==> config.mk <==
export PLATFORM = sky130hd
export DESIGN_NAME = dsp_accum
export DESIGN_NICKNAME = d
export VERILOG_FILES = /design/src/rtl/dsp_pkg.sv /design/src/rtl/dsp_accum.sv
export SDC_FILE = /design/constraint.sdc
export NUM_CORES = 1
export LEC_CHECK = 0
export BUFFER_PORTS_ARGS = -buffer_cell sky130_fd_sc_hd__buf_4
export CELL_PAD_IN_SITES_DETAIL_PLACEMENT = 2
export CELL_PAD_IN_SITES_GLOBAL_PLACEMENT = 2
export CORE_ASPECT_RATIO = 0.5
export CORE_MARGIN = 2
export CORE_UTILIZATION = 32
export DETAILED_ROUTE_END_ITERATION = 7
export PLACE_DENSITY = 0.72
export SETUP_SLACK_MARGIN = 0.3
export SKIP_CTS_REPAIR_TIMING = 1
export SKIP_LAST_GASP = 1
export SLEW_MARGIN = 10
export SYNTH_ARGS = -nofsm -noshare
export SYNTH_HDL_FRONTEND = slang
export SYNTH_SLANG_ARGS = --single-unit
==> constraint.sdc <==
create_clock -name clk -period 3.59 [get_ports clk]
set_clock_uncertainty 0.1 [all_clocks]
set_input_delay 0.1795 -clock clk [delete_from_list [all_inputs] [get_ports clk]]
set_output_delay 0.1795 -clock clk [all_outputs]
set_load 0.03 [all_outputs]
==> src/rtl/dsp_pkg.sv <==
// Shared types, unit tables and lookup functions for the duration string parser.
package dsp_pkg;

	localparam int MAX_UNIT_LETTERS_DEF = 4;
	localparam int MUL_W                = 42;
	localparam int NUM_KEYS             = 15;

	typedef enum logic [1:0] {
		PH_BETWEEN = 2'd0,
		PH_NUMBER  = 2'd1,
		PH_UNIT    = 2'd2,
		PH_ERROR   = 2'd3
	} phase_t;

	typedef enum logic [2:0] {
		U_NS   = 3'd0,
		U_US   = 3'd1,
		U_MS   = 3'd2,
		U_SEC  = 3'd3,
		U_MIN  = 3'd4,
		U_HOUR = 3'd5,
		U_DAY  = 3'd6,
		U_WEEK = 3'd7
	} unit_t;

	typedef enum logic [1:0] {
		BASE_NS  = 2'd0,
		BASE_US  = 2'd1,
		BASE_MS  = 2'd2,
		BASE_SEC = 2'd3
	} base_t;

	// Event leaving the parse stage: one token add and/or the string end.
	typedef struct packed {
		logic             term;
		logic             ok;
		logic [63:0]      num;
		logic [MUL_W-1:0] mul;
	} evt_t;

	// Partial products of num * mul, modulo 2^64.
	typedef struct packed {
		logic        term;
		logic        ok;
		logic [63:0] p_ll;
		logic [31:0] p_x1;
		logic [31:0] p_x2;
	} part_t;

	typedef struct packed {
		logic        term;
		logic        ok;
		logic [63:0] prod;
	} prod_t;

	typedef struct packed {
		logic  hit;
		unit_t unit;
	} lookup_t;

	// Unit words, first letter in the low byte.
	localparam logic [31:0] KEY_WORD [NUM_KEYS] = '{
		32'h0000_736E, 32'h0000_7375, 32'h0000_736D,
		32'h0000_0073, 32'h0063_6573,
		32'h0000_006D, 32'h006E_696D,
		32'h0000_0068, 32'h0000_7268, 32'h7275_6F68,
		32'h0000_0064, 32'h0079_6164,
		32'h0000_0077, 32'h0000_6B77, 32'h6B65_6577
	};

	localparam logic [2:0] KEY_LEN [NUM_KEYS] = '{
		3'd2, 3'd2, 3'd2,
		3'd1, 3'd3,
		3'd1, 3'd3,
		3'd1, 3'd2, 3'd4,
		3'd1, 3'd3,
		3'd1, 3'd2, 3'd4
	};

	localparam unit_t KEY_UNIT [NUM_KEYS] = '{
		U_NS, U_US, U_MS,
		U_SEC, U_SEC,
		U_MIN, U_MIN,
		U_HOUR, U_HOUR, U_HOUR,
		U_DAY, U_DAY,
		U_WEEK, U_WEEK, U_WEEK
	};

	function automatic lookup_t unit_lookup(input logic [31:0] word, input logic [3:0] count);
		lookup_t     r;
		logic [31:0] mask;
		r = '0;
		for (int i = 0; i < NUM_KEYS; i++) begin
			mask = '0;
			for (int j = 0; j < 4; j++) begin
				if (j < int'(KEY_LEN[i])) begin
					mask[j*8 +: 8] = 8'hFF;
				end
			end
			if ({1'b0, KEY_LEN[i]} == count && ((word ^ KEY_WORD[i]) & mask) == 32'h0) begin
				r.hit  = 1'b1;
				r.unit = KEY_UNIT[i];
			end
		end
		return r;
	endfunction

	// Multiplier of a unit in the table of a base; zero where the unit is absent.
	function automatic logic [MUL_W-1:0] unit_mul(input base_t base, input unit_t unit);
		logic [MUL_W-1:0] m;
		m = '0;
		case (base)
			BASE_NS: begin
				case (unit)
					U_NS:    m = MUL_W'(64'd1);
					U_US:    m = MUL_W'(64'd1000);
					U_MS:    m = MUL_W'(64'd1000000);
					U_SEC:   m = MUL_W'(64'd1000000000);
					U_MIN:   m = MUL_W'(64'd60000000000);
					U_HOUR:  m = MUL_W'(64'd3600000000000);
					default: m = '0;
				endcase
			end
			BASE_US: begin
				case (unit)
					U_US:    m = MUL_W'(64'd1);
					U_MS:    m = MUL_W'(64'd1000);
					U_SEC:   m = MUL_W'(64'd1000000);
					U_MIN:   m = MUL_W'(64'd60000000);
					U_HOUR:  m = MUL_W'(64'd3600000000);
					U_DAY:   m = MUL_W'(64'd86400000000);
					default: m = '0;
				endcase
			end
			BASE_MS: begin
				case (unit)
					U_MS:    m = MUL_W'(64'd1);
					U_SEC:   m = MUL_W'(64'd1000);
					U_MIN:   m = MUL_W'(64'd60000);
					U_HOUR:  m = MUL_W'(64'd3600000);
					U_DAY:   m = MUL_W'(64'd86400000);
					U_WEEK:  m = MUL_W'(64'd604800000);
					default: m = '0;
				endcase
			end
			BASE_SEC: begin
				case (unit)
					U_SEC:   m = MUL_W'(64'd1);
					U_MIN:   m = MUL_W'(64'd60);
					U_HOUR:  m = MUL_W'(64'd3600);
					U_DAY:   m = MUL_W'(64'd86400);
					U_WEEK:  m = MUL_W'(64'd604800);
					default: m = '0;
				endcase
			end
			default: m = '0;
		endcase
		return m;
	endfunction

endpackage

==> src/rtl/dsp_accum.sv <==
// Running total accumulator and result register.
module dsp_accum (
	input  logic           clk,
	input  logic           arst_n,
	input  logic           prod_v,
	input  dsp_pkg::prod_t prod,
	output logic           prod_take,
	output logic           out_valid,
	input  logic           out_stall,
	output logic           status,
	output logic [63:0]    total
);
	import dsp_pkg::*;

	logic [63:0] total_q;
	logic [63:0] sum;
	logic        vld_q;
	logic        status_q;
	logic [63:0] result_q;
	logic        out_free;

	assign out_free  = !vld_q || !out_stall;
	assign prod_take = prod_v && (!prod.term || out_free);
	assign sum       = total_q + prod.prod;

	always_ff @(posedge clk or negedge arst_n) begin
		if (!arst_n) begin
			total_q <= '0;
			vld_q   <= 1'b0;
		end else begin
			if (prod_take) begin
				total_q <= prod.term ? '0 : sum;
			end
			if (prod_take && prod.term) begin
				vld_q <= 1'b1;
			end else if (out_free) begin
				vld_q <= 1'b0;
			end
		end
	end

	always_ff @(posedge clk) begin
		if (prod_take && prod.term) begin
			status_q <= !prod.ok;
			result_q <= prod.ok ? sum : '0;
		end
	end

	assign out_valid = vld_q;
	assign status    = status_q;
	assign total     = result_q;

endmodule

[After elaboration in Yosys (flattened, before gate mapping)]
Cells that the tools add are included.
Operators by class
  bitwise logic cells: 0
  div/mod/pow operators: 0
  magnitude comparators: 0
  multiply operators: 0
  reductions and logical operators: 9
  equal/unequal tests: 0
  shifts and indexed selects: 0
  $add $sub $neg: 1
  multiplexer cells: 3
Operator list (count)
  adder 64 bit: 1
  2-to-1 mux 64 bit: 1
  logical NOT 1 bit: 4
  logical AND 1 bit: 2
  logical OR 1 bit: 2
  2-to-1 mux 1 bit: 2
  nonzero test 2 bit: 1
Storage, ports and cells
  flip-flop bits (word level): 130
  latch bits: 0
  memories kept: 0
  RAM bits: 0
  bits in read-only memories: 0

[Logic depth before layout (Yosys ltp)]
Gate-level depths: netlist of run 1.
  depth in word-level cells: 6
  gate-level depth with buffers: 12
  depth with buffers taken out: 12

[Worst setup path before layout of run 1]
No wires, ideal clock.
  path type: register -> register
  start: reg vld_q, in the netlist out_valid
  end: reg status_q, in the netlist status, enable pin
  path buffers: 0
  setup time: 0.490 ns
  path slack: -0.558 ns
  cell stages (with the launch flop): 4
  arrival: 3.558 ns
  clock period less this slack: 4.148 ns
  cells stage by stage: dfrtp_1 -> nand3_1 -> nand2_1 -> nor2_1
Between the ends
  word-level cells in the longest chain between the ends: 5
Ends and longest elaborated chain
  start: declaration: RTL line dsp_accum.sv:17  | logic vld_q;
  start signal: assignment: RTL line dsp_accum.sv:29  | vld_q <= 1'b0;
  start signal: assignment: RTL line dsp_accum.sv:35  | vld_q <= 1'b1;
  start signal: assignment: RTL line dsp_accum.sv:37  | vld_q <= 1'b0;
  logical NOT 1 bit: RTL line dsp_accum.sv:22  | assign out_free = !vld_q || !out_stall;
  logical OR 1 bit: RTL line dsp_accum.sv:22
  logical OR 1 bit: RTL line dsp_accum.sv:23  | assign prod_take = prod_v && (!prod.term || out_free);
  logical AND 1 bit: RTL line dsp_accum.sv:23
  logical AND 1 bit: RTL line dsp_accum.sv:43  | if (prod_take && prod.term) begin
  end signal: assignment: RTL line dsp_accum.sv:44  | status_q <= !prod.ok;
  end: declaration: RTL line dsp_accum.sv:18  | logic status_q;
Every way passes these cells.
A chain may end at the register's enable or synchronous reset.

[Worst setup path after layout of run 1]
  start: reg total_q[0]
  end: reg result_q[46], in the netlist total[46] (data pin)
Between the ends
  word-level cells in the longest chain between the ends: 1
Ends and longest elaborated chain
  start: declaration: RTL line dsp_accum.sv:15  | logic [63:0] total_q;
  start signal: assignment: RTL line dsp_accum.sv:32  | total_q <= prod.term ? '0 : sum;
  adder 64 bit: RTL line dsp_accum.sv:24  | assign sum = total_q + prod.prod;
  end signal: assignment: RTL line dsp_accum.sv:45  | result_q <= prod.ok ? sum : '0;
  end: declaration: RTL line dsp_accum.sv:19  | logic [63:0] result_q;
Every way passes these cells.

==> results of run 1 <==
kinds of logic (layout without fill, tap and decap cells):
kind of cell	Yosys count	after routing	synth area share (%)
xor gates and xnor gates	49	49	5.017
muxes	4	4	0.4601
buffers and inverters	66	243	3.076
adders and majority gates	64	64	9.287
AOI/OAI and AO/OA	299	299	23.72
DFF	130	130	41.12
and+or+nand+nor	300	300	17.32
flip-flops by register name, indices dropped and copies added, names as in the netlist:
signal     count
out_valid      1
status         1
total         64
total_q       64
final cells by class:
cell class | count | area (um^2)
clock buffer | 21 | 460.4
multi-input combinational | 716 | 5205
inverter | 23 | 86.33
clock inverter | 11 | 135.1
timing repair buffer | 188 | 1441
tap | 352 | 440.4
sequential | 130 | 3578
fill | 2885 | 15240
how the worst max path moves through the flow:
stage | startpoint | slack (ns) | end | cells past startpoint
after floorplan | out_valid$_DFFE_PN0P_ | 0.54 | status$_DFFE_PP_ | 3
after global placement | total_q[0]$_DFFE_PN0P_ | 0.18 | total[42]$_SDFFCE_PN0P_ | 13
after detailed placement | total_q[2]$_DFFE_PN0P_ | 0.1 | total[57]$_SDFFCE_PN0P_ | 10
after CTS | total_q[0]$_DFFE_PN0P_ | 0.07 | total[30]$_SDFFCE_PN0P_ | 13
after global routing | total_q[0]$_DFFE_PN0P_ | 0.20 | total[46]$_SDFFCE_PN0P_ | 14
final | total_q[0]$_DFFE_PN0P_ | 0.31 | total[46]$_SDFFCE_PN0P_ | 14
critical path: stages, from the launching register on:
cell	delay [ns]
dfrtp_1	0.36
ha_2	0.20
inv_2	0.05
fa_2	0.38
nor2b_4	0.17
o2111ai_4	0.13
a211o_1	0.37
a211o_1	0.32
a21oi_2	0.16
buf_6	0.16
a21o_1	0.14
buf_4	0.12
nor3_4	0.04
xnor2_2	0.17
and2_1	0.16
layer usage:
metal	part of all wire, %	global-route usage [%]	vias up	wire [um]
met3	2.9	4.178	24	928
met5	0	0	-	0
li1	-	-	3728	-
met1	46	29.49	4114	15050
met2	50	38.42	109	16120
met4	0.99	4.992	0	320
cells in the mapped netlist (21+ instances only):
cell type	instances	share of area, %
and2_1	56	4.0
a21o_1	23	2.0
dfrtp_1	65	19
xnor2_1	27	2.7
nor3_1	25	1.4
nor2_1	47	2.0
a21oi_1	77	4.4
nand4_1	21	1.5
inv_1	22	0.95
nand3_1	28	1.6
clkbuf_1	32	1.4
edfxtp_1	65	22
o21ai_0	54	3.1
nand2_1	81	3.5
ha_1	63	9.1
xor2_1	21	2.1
a22o_1	49	4.9
per-stage QoR:
stage,setup WS (ns),util [%]
6_report,0.3120,42.67
5_1_grt,0.2021,42.67
4_1_cts,0.06972,40.74
3_5_place_dp,0.09846,38.50
3_3_place_gp,0.1838,38.50
2_1_floorplan,0.5443,-
cells in the final DEF (no fill, tap or decap), types with 9 or more instances in the layout:
cell / instances
a21oi_2: 11
nor3_1: 20
buf_4: 181
ha_1: 48
nand2b_1: 9
nand3_1: 27
dfrtp_1: 65
xor2_1: 20
and2_1: 56
a21o_1: 23
a21oi_1: 68
inv_1: 21
nand4_1: 21
o21ai_0: 41
clkbuf_16: 17
nand2_1: 80
o21ai_1: 12
a31oi_1: 9
a22o_1: 49
o21a_1: 11
ha_2: 12
nor2_1: 44
edfxtp_1: 65
o21bai_1: 11
xnor2_1: 26
power by group through the flow:
stage / Combinational [W] / Clock (W) / Sequential (W)
final: 0.00553 / 0.00183 / 0.00235
after floorplan: 0.00333 / 0 / 0.00251
after global routing: 0.00606 / 0.00192 / 0.00240
after detailed placement: 0.00508 / 0 / 0.00236
after CTS: 0.00515 / 0.00187 / 0.00234
after global placement: 0.00493 / 0 / 0.00233
==> summary.md, run 1 <==
| Metric | Value |
|---|---|
| Endpoint, Worst Hold | `total_q[0]$_DFFE_PN0P_` |
| Syn_nets | `1046` |
| Finished Layout Cells | `1441` |
| Synth Instances | `912` |
| Crit. End Element | `flop` |
| Post-synthesis sequential area ratio | `41.12%` |
| Die Area | `28610 um^2` |
| Clk_lat worst skew | `0.45 ns` |
| GPL Wtd Cong | `0.8323` |
| Final Hold Fails | `0` |
| WHS | `0.04973 ns` |
| Vias in the first global route | `8592` |
| Post-Syn Area per Cell | `9.543 um^2` |
| Worst hold path class | `input port to flop` |
| Buffers on Ports | `136` |
| Die height | `120.6 um` |
| Reg-to-reg slack, setup | `0.31 ns` |
| Clk root buf | `clkbuf_16` |
| Initial core utilization | `32.73%` |
| YS warnings | `0` |
| Via count | `7975` |
| I/O Pins | `137` |
| Worst r2r dst | `total[46]$_SDFFCE_PN0P_` |
| Number of synthesized flops with an enable pin | `65` |
| Placed cell count | `1387` |
| Iteration-0 DRC Markers | `388` |
| Worst vdd ir | `383.3 uV` |
| Status | `finished clean` |
| Arr. time, crit path | `3.38 ns` |
| Slew at the pin closest to its max-slew limit | `1.056 ns` |
| Critical path class | `flop to flop` |
| Area delta synth->final | `30.38%` |
| Crit start category | `flop` |
| Design area | `11350 um^2` |
| Wirelength per Cell | `22.50 um` |
| Logic pwr share | `56.9%` |
| Fin nets | `1210` |
| Post-Syn Area | `8703 um^2` |
| Total power | `0.009715 W` |
| CP Data Required Time | `3.69 ns` |
| Internal power | `0.005468 W` |
| CTS tree | `built` |
| Largest net degree at the start of global routing | `66` |
| H-tree levels | `4` |
| Share of cells above drive strength 1 | `26.63%` |
| Core area | `26590 um^2` |
| Pwr/cell area | `856.2 nW/um^2` |
| Vias/cell | `5.534` |
| Synth Flop Type | `edfxtp_1` |
| Setup-failing EPs final | `0` |
| Placed Instance Area | `10240 um^2` |
| Worst hold start | `prod[0]` |
| Routed wire length | `32430 um` |
| Synth async-reset ratio | `50.00%` |
| GR Util All Layers | `22.41%` |
| First-pass GRT wire length | `49390 um` |
| Antenna cells | `0` |
| RR Startpoint | `total_q[0]$_DFFE_PN0P_` |
| Clock Path Buffers | `2` |
| Fin. max-slew vios | `0` |
| Clock transition at path regs | `0.06 ns` |
| Die width | `237.2 um` |
| Total CTS buffers | `17` |
| FP Rows | `42` |
| Maxcap violations | `0` |
| Worst Hold Depth | `4` |
| Clock Sinks | `130` |
| Fmax | `305.1 MHz` |
| Yosys reg bits | `130` |
| RSZ-0062 raised after global routing | `true` |
| Sequential Power Share | `24.2%` |
| CP max FO | `5` |
| Tcrit/Tclk final | `91.31%` |
| R2R cell count | `14` |
| Sw Share | `43.72%` |
| Total net switching power | `0.004247 W` |
| Antenna violations before repair | `0` |
| Period minus WS final | `3.278 ns` |
| Hpwl dp | `23220 um` |
| Antenna viol nets, final | `0` |
| Grt ovf | `0` |
| Pleak | `4.914 nW` |
| Netlist cell types | `67` |
| DR pass1 iterations | `4` |
| Final TNS setup | `0 ns` |
| Clock power frac | `18.9%` |
| # DRC | `0` |
| Slew margin rel. | `29.62%` |
(Power assumes the default switching activity.)
==> run 2: changes to the inputs <==
==> config.mk (replaced) <==
export PLATFORM = sky130hd
export DESIGN_NAME = dsp_accum
export DESIGN_NICKNAME = d
export VERILOG_FILES = /design/src/rtl/dsp_pkg.sv /design/src/rtl/dsp_accum.sv
export SDC_FILE = /design/constraint.sdc
export NUM_CORES = 1
export LEC_CHECK = 0
export CELL_PAD_IN_SITES_DETAIL_PLACEMENT = 2
export CELL_PAD_IN_SITES_GLOBAL_PLACEMENT = 2
export CORE_ASPECT_RATIO = 0.5
export CORE_MARGIN = 2
export CORE_UTILIZATION = 36
export DETAILED_ROUTE_END_ITERATION = 7
export DONT_BUFFER_PORTS = 1
export PLACE_DENSITY = 0.72
export SKIP_CTS_REPAIR_TIMING = 1
export SKIP_LAST_GASP = 1
export SLEW_MARGIN = 20
export SYNTH_ARGS = -nofsm -noshare
export SYNTH_HDL_FRONTEND = slang
export SYNTH_SLANG_ARGS = --single-unit
==> summary.md, run 2 (synthesis gave the netlist of run 1 again) <==
| Metric | Value |
|---|---|
| First-pass GRT wire length | `47710 um (-3.4%)` |
| Slowest-stage cell, CP | `fa_1` |
| GPL Wtd Cong | `0.8544 (+2.7%)` |
| Final core occ | `41.50% (-1.2 points)` |
| CP Data Required Time | `3.70 ns (about the same)` |
| Iteration-0 DRC Markers | `455 (+17%)` |
| Die Area | `25510 um^2 (-11%)` |
| RR Startpoint | `total_q[0]$_DFFE_PN0P_` |
| Arr. time, crit path | `3.57 ns (+0.19 ns)` |
| Pwr/cell area | `912.0 nW/um^2 (+6.5%)` |
| Area delta synth->final | `13.84%` |
| DR pass1 iterations | `5 (+1)` |
| Initial core utilization | `36.46% (+3.7 points)` |
| Period minus WS final | `3.466 ns (+0.1875 ns)` |
| Maxcap violations | `0 (unchanged)` |
| Wirelength per Cell | `24.51 um (+8.9%)` |
| Slew margin rel. | `47.12% (+17 points)` |
| Buffers on Ports | `0 (-100%)` |
| Antenna cells | `0 (unchanged)` |
| CP max FO | `3 (-2)` |
| Clock Sinks | `130 (unchanged)` |
| Hpwl dp | `22460 um (-3.3%)` |
| Critical path class | `flop to flop` |
| Fin. max-slew vios | `0 (unchanged)` |
| Final Hold Fails | `0 (unchanged)` |
| FP Rows | `40 (-4.8%)` |
| Crit-path cells | `ha_1, inv_1, fa_1, nor2b_2, o2111ai_2, a211o_1, a211o_1, a21bo_2, and2_1, o31ai_4, xor2_1, and2_1` |
| Crit. End Element | `flop` |
| Fillers | `2619 (-9.2%)` |
| Via count | `7407 (-7.1%)` |
| Status | `finished clean` |
| Crit start category | `flop` |
| Worst hold path class | `input port to flop` |
| Largest net degree at the start of global routing | `66 (unchanged)` |
| Clock transition at path regs | `0.06 ns (about the same)` |
| Vias in the first global route | `8098 (-5.7%)` |
| Delay-heaviest family, CP | `compound AO/OA/AOI/OAI gates` |
| H-tree levels | `4 (unchanged)` |
| # DRC | `0 (unchanged)` |
| Crit path from | `total_q[0]$_DFFE_PN0P_` |
| Worst hold start | `prod[65]` |
| CTS tree | `built` |
| Antenna violations before repair | `0 (unchanged)` |
| Pleak | `4.168 nW (-15%)` |
| GR Util All Layers | `24.70% (+2.3 points)` |
| Clock Path Buffers | `2 (unchanged)` |
| Clk root buf | `clkbuf_16` |
| Commonest non-fill, non-tap cells in the layout | `nand2_1 (80), a21oi_1 (77), dfrtp_1 (65), edfxtp_1 (65), ha_1 (63)` |
| Total CTS buffers | `17 (unchanged)` |
| WHS | `0.005581 ns (-0.04415 ns)` |
| Tcrit/Tclk final | `96.53% (+5.2 points)` |
| Die height | `113.9 um (-5.5%)` |
| Grt ovf | `0 (unchanged)` |
| I/O Pins | `137 (unchanged)` |
| Critical Path Max Stage Delay | `0.42 ns (+0.04 ns)` |
| RSZ-0062 raised after global routing | `true` |
| Fin nets | `1060 (-12%)` |
| Slew at the pin closest to its max-slew limit | `0.7904 ns (-0.2653 ns)` |
| Setup-failing EPs final | `0 (unchanged)` |
| Die width | `223.9 um (-5.6%)` |
| Clk_lat worst skew | `0.45 ns (about the same)` |
| Routed wire length | `30730 um (-5.2%)` |
| Antenna viol nets, final | `0 (unchanged)` |
| Fmax | `288.6 MHz (-5.4%)` |
| Share of cells above drive strength 1 | `9.585% (-17 points)` |
| Vias/cell | `5.907 (+6.7%)` |
| Core area | `23870 um^2 (-10%)` |
| Crit path buf inv count | `1 (-2)` |
| Worst vdd ir | `299.2 uV (-22%)` |
| Commonest non-fill, non-tap cell in the layout | `nand2_1` |
-- run 2: changes by cell type in the layout (fill, tap and decap cells not counted), sizes merged --
cell	change
dlygate4sd3	+4
clkinv	+1
bufinv	-1
buf	-154
-- run 2: stage by stage --
| stage | cell area (um^2) | setup TNS [ns] | cells | total power (W) | worst slack (ns) |
|---|---|---|---|---|---|
| 2_1_floorplan | 8706 | 0 | 912 | 0.005833 | 0.5443 |
| 3_3_place_gp | 9161 | -0.09088 | 1211 | 0.006967 | -0.09088 |
| 3_5_place_dp | 9161 | -0.3159 | 1211 | 0.007164 | -0.2015 |
| 4_1_cts | 9724 | -0.3574 | 1243 | 0.008974 | -0.2197 |
| 5_1_grt | 9908 | -0.02606 | 1254 | 0.009692 | -0.01630 |
| 6_report | 9908 | 0 | 1254 | 0.009036 | 0.1245 |
-- run 2: area by class of cell --
type | count | area (um^2) | area share [%]
multi-input combinational | 716 | 4916 | 49.61
timing repair buffer | 38 | 370.4 | 3.738
tap | 315 | 394.1 | 3.978
inverter | 23 | 86.33 | 0.8713
sequential | 130 | 3578 | 36.12
clock inverter | 11 | 112.6 | 1.137
clock buffer | 21 | 450.4 | 4.546
-- run 2: path summary, 6_finish.rpt --
check                                           to  slack, ns  cells past startpoint
hold reg to reg            total_q[58]$_DFFE_PN0P_       0.38                      2
max in group asynchronous  total_q[29]$_DFFE_PN0P_       2.87                      2
hold / removal              total_q[4]$_DFFE_PN0P_      0.006                      2
setup / recovery           total[44]$_SDFFCE_PN0P_       0.12                     12
min in group asynchronous  total_q[60]$_DFFE_PN0P_       0.16                      2
setup reg to reg           total[44]$_SDFFCE_PN0P_       0.12                     12
-- run 2: layer usage --
metal	global-route usage, %	share of wire [%]	wire length [um]
met1	31.68	46	14070
met2	41.37	48	14810
met4	7.733	2.0	620
met5	0	0	0
met3	6.054	4.0	1239
-- run 2: where the power goes --
part           internal [W]  switching [W]
combinational       0.00186        0.00287
sequential          0.00211       0.000460
clock               0.00103       0.000709
total               0.00500        0.00403
-- run 2: worst reg2reg max path, cell delays in order (launching register included) --
cell	delay, ns
dfrtp_1	0.35
ha_1	0.19
inv_1	0.06
fa_1	0.42
nor2b_2	0.18
o2111ai_2	0.17
a211o_1	0.34
a211o_1	0.35
a21bo_2	0.22
and2_1	0.19
o31ai_4	0.33
xor2_1	0.14
and2_1	0.18
==> run 3: changes to the inputs <==
--- a/config.mk
+++ b/config.mk
@@ -9,11 +9,10 @@
 export CELL_PAD_IN_SITES_GLOBAL_PLACEMENT = 2
 export CORE_ASPECT_RATIO = 0.5
 export CORE_MARGIN = 2
-export CORE_UTILIZATION = 36
+export CORE_UTILIZATION = 40
 export DETAILED_ROUTE_END_ITERATION = 7
 export DONT_BUFFER_PORTS = 1
-export PLACE_DENSITY = 0.72
-export SKIP_CTS_REPAIR_TIMING = 1
+export PLACE_DENSITY = 0.76
 export SKIP_LAST_GASP = 1
 export SLEW_MARGIN = 20
 export SYNTH_ARGS = -nofsm -noshare
==> constraint.sdc (replaced) <==
create_clock -name clk -period 3.85 [get_ports clk]
set_clock_uncertainty 0.1 [all_clocks]
set_input_delay 0.1925 -clock clk [delete_from_list [all_inputs] [get_ports clk]]
set_output_delay 0.1925 -clock clk [all_outputs]
set_load 0.03 [all_outputs]
==> summary.md, run 3 (synthesis gave the netlist of run 1 again) <==
| Metric | Value |
|---|---|
| Buffers on Ports | `0 (unchanged)` |
| DR pass1 iterations | `4 (-1)` |
| Setup-failing EPs final | `0 (unchanged)` |
| Maxcap violations | `0 (unchanged)` |
| Die height | `108.3 um (-4.9%)` |
| Fin nets | `1042 (-1.7%)` |
| Vias/cell | `6.012 (+1.8%)` |
| GR Util All Layers | `27.68% (+3.0 points)` |
| Commonest non-fill, non-tap cell in the layout | `nand2_1` |
| I/O Pins | `137 (unchanged)` |
| Critical path class | `flop to flop` |
| Total CTS buffers | `17 (unchanged)` |
| Iteration-0 DRC Markers | `504 (+11%)` |
| First-pass GRT wire length | `47820 um (+0.25%)` |
| Share of cells above drive strength 1 | `7.383% (-2.2 points)` |
| Clock power frac | `20.6% (+1.4 points)` |
| Crit. End Element | `flop` |
| Clk root buf | `clkbuf_16` |
| Delay-heaviest family, CP | `compound AO/OA/AOI/OAI gates` |
| M1 WL | `13770 um (-2.1%)` |
| Logic pwr share | `50.9% (-1.4 points)` |
| CTS tree | `built` |
| FP Rows | `38 (-5.0%)` |
| Pleak | `4.100 nW (-1.6%)` |
| Antenna viol nets, final | `0 (unchanged)` |
| Via count | `7341 (-0.89%)` |
| Antenna violations before repair | `0 (unchanged)` |
| Post-CTS Setup Inserts | `0` |
| Pwr/cell area | `864.8 nW/um^2 (-5.2%)` |
| Worst vdd ir | `299.0 uV (about the same)` |
| Core area | `21490 um^2 (-10%)` |
| Largest net degree at the start of global routing | `66 (unchanged)` |
| Crit-path cells | `ha_1, inv_1, fa_1, nor2b_1, o2111ai_1, a211o_1, a211o_1, a21bo_2, and2_1, o31ai_1, xor2_1, and2_1` |
| Tcrit/Tclk final | `95.16% (-1.4 points)` |
| Crit path buf inv count | `1 (unchanged)` |
| Area delta synth->final | `12.06%` |
| Wirelength per Cell | `25.27 um (+3.1%)` |
| Worst hold path class | `input port to flop` |
| Die width | `212.6 um (-5.0%)` |
| GPL Wtd Cong | `0.9132 (+6.9%)` |
| Pre-CTS setup slack | `0.3105 ns (+0.5120 ns)` |
| Period minus WS final | `3.664 ns (+0.1982 ns)` |
| Hpwl dp | `22750 um (+1.3%)` |
| Reg-to-reg slack, setup | `0.19 ns (+0.06 ns)` |
| Commonest non-fill, non-tap cells in the layout | `nand2_1 (80), a21oi_1 (77), dfrtp_1 (65), edfxtp_1 (65), ha_1 (63)` |
| Arr. time, crit path | `3.76 ns (+0.19 ns)` |
| Fillers | `2306 (-12%)` |
| Final TNS setup | `0 ns (unchanged)` |
| Endpoint, Worst Hold | `total_q[63]$_DFFE_PN0P_` |
| R2R cell count | `12 (unchanged)` |
| Worst r2r dst | `total[44]$_SDFFCE_PN0P_` |
| # DRC | `0 (unchanged)` |
| Clock transition at path regs | `0.06 ns (about the same)` |
| Slowest-stage cell, CP | `o31ai_1` |
| Worst Hold Depth | `3 (+1)` |
| H-tree levels | `4 (unchanged)` |
| Fmax | `273.0 MHz (-5.4%)` |
| Sequential Power Share | `28.5% (about the same)` |
| CP max FO | `3 (unchanged)` |
| Top Metal Used | `met4` |
| RSZ-0062 raised after global routing | `false` |
| Vias in the first global route | `8055 (-0.53%)` |
| Worst hold start | `prod[63]` |
| Final worst slack | `0.1863 ns (+0.06183 ns)` |
| Critical Path Max Stage Delay | `0.44 ns (+0.02 ns)` |
| Grt ovf | `0 (unchanged)` |
| Total net switching power | `0.003738 W (-7.4%)` |
| CP Data Required Time | `3.95 ns (+0.25 ns)` |
| Slew margin rel. | `34.56% (-13 points)` |
| Die Area | `23030 um^2 (-9.7%)` |
| Final Hold Fails | `0 (unchanged)` |
| Crit start category | `flop` |
| RR Startpoint | `total_q[0]$_DFFE_PN0P_` |
| Internal power | `0.004696 W (-6.1%)` |
| Clock Sinks | `130 (unchanged)` |
| Fin. max-slew vios | `0 (unchanged)` |
| Status | `finished clean` |
| Clk_lat worst skew | `0.44 ns (about the same)` |
| Routed wire length | `30850 um (+0.39%)` |
| Initial core utilization | `40.50% (+4.0 points)` |
| Sw Share | `44.32% (-0.33 points)` |
| Slew at the pin closest to its max-slew limit | `0.9793 ns (+0.1890 ns)` |
| Clock Path Buffers | `2 (unchanged)` |
| Met2 Wirelength | `15250 um (+3.0%)` |
| Antenna cells | `0 (unchanged)` |
| Met3 wire len | `1542 um (+24%)` |
==> run 3: worst max path at each step <==
stage                                       from  slack [ns]                       to  cells past startpoint
after detailed placement  total_q[0]$_DFFE_PN0P_        0.31  total[42]$_SDFFCE_PN0P_                     13
after CTS                 total_q[0]$_DFFE_PN0P_        0.20  total[44]$_SDFFCE_PN0P_                     12
final                     total_q[0]$_DFFE_PN0P_        0.19  total[44]$_SDFFCE_PN0P_                     12
after global placement    total_q[0]$_DFFE_PN0P_        0.38  total[42]$_SDFFCE_PN0P_                     13
after global routing      total_q[0]$_DFFE_PN0P_        0.02  total[30]$_SDFFCE_PN0P_                     13
after floorplan            out_valid$_DFFE_PN0P_        0.80         status$_DFFE_PP_                      3
==> run 3: layout make-up <==
type	count	area [um^2]	area share, %
clock buffer	18	429.2	4.400
clock inverter	14	188.9	1.937
inverter	23	86.33	0.8852
multi-input combinational	716	4875	49.98
sequential	130	3578	36.69
tap	300	375.4	3.849
timing repair buffer	20	220.2	2.258
==> run 3: metal layers <==
layer  track usage (%)  vias up
li1                  -     3395
met1             34.88     3782
met2             47.74      141
met3             6.448       23
met4             7.942        0
met5                 0        -
==> run 3: power groups by stage <==
stage                     clock network (W)  logic [W]  registers, W
after global placement                    0    0.00400       0.00239
after detailed placement                  0    0.00418       0.00242
after floorplan                           0    0.00310       0.00234
after CTS                           0.00176    0.00428       0.00241
after global routing                0.00182    0.00473       0.00245
final                               0.00174    0.00429       0.00240
==> run 3: worst reg2reg max path: cells and delay by family, from the launching register on <==
family	cells	cell delay, ns
AO/OA/AOI/OAI	5	1.60
adder cells (fa/ha/maj)	2	0.59
AND/OR/NAND/NOR	3	0.56
flip-flops	1	0.35
XOR/XNOR	1	0.17
buffers and inverters	1	0.06
==> run 3: repair_timing <==
action | CTS | global route
endpoints found under the hold margin | 127 | 0
hold buffers | 9 | 0
resized for setup | 0 | 0
==> run 3: through the flow <==
step / cell area, um^2 / power (W) / instances / hold WS (ns) / utilization [%]
final: 9753 / 0.008434 / 1221 / 0.04607 / 45.38
after detailed placement: 9010 / 0.006600 / 1180 / -0.1991 / 41.92
after CTS: 9753 / 0.008451 / 1221 / 0.03032 / 45.38
after global routing: 9753 / 0.009005 / 1221 / 0.06854 / 45.38
after global placement: 9010 / 0.006397 / 1180 / -0.1995 / 41.92
after floorplan: 8706 / 0.005439 / 912 / -0.2031 / -
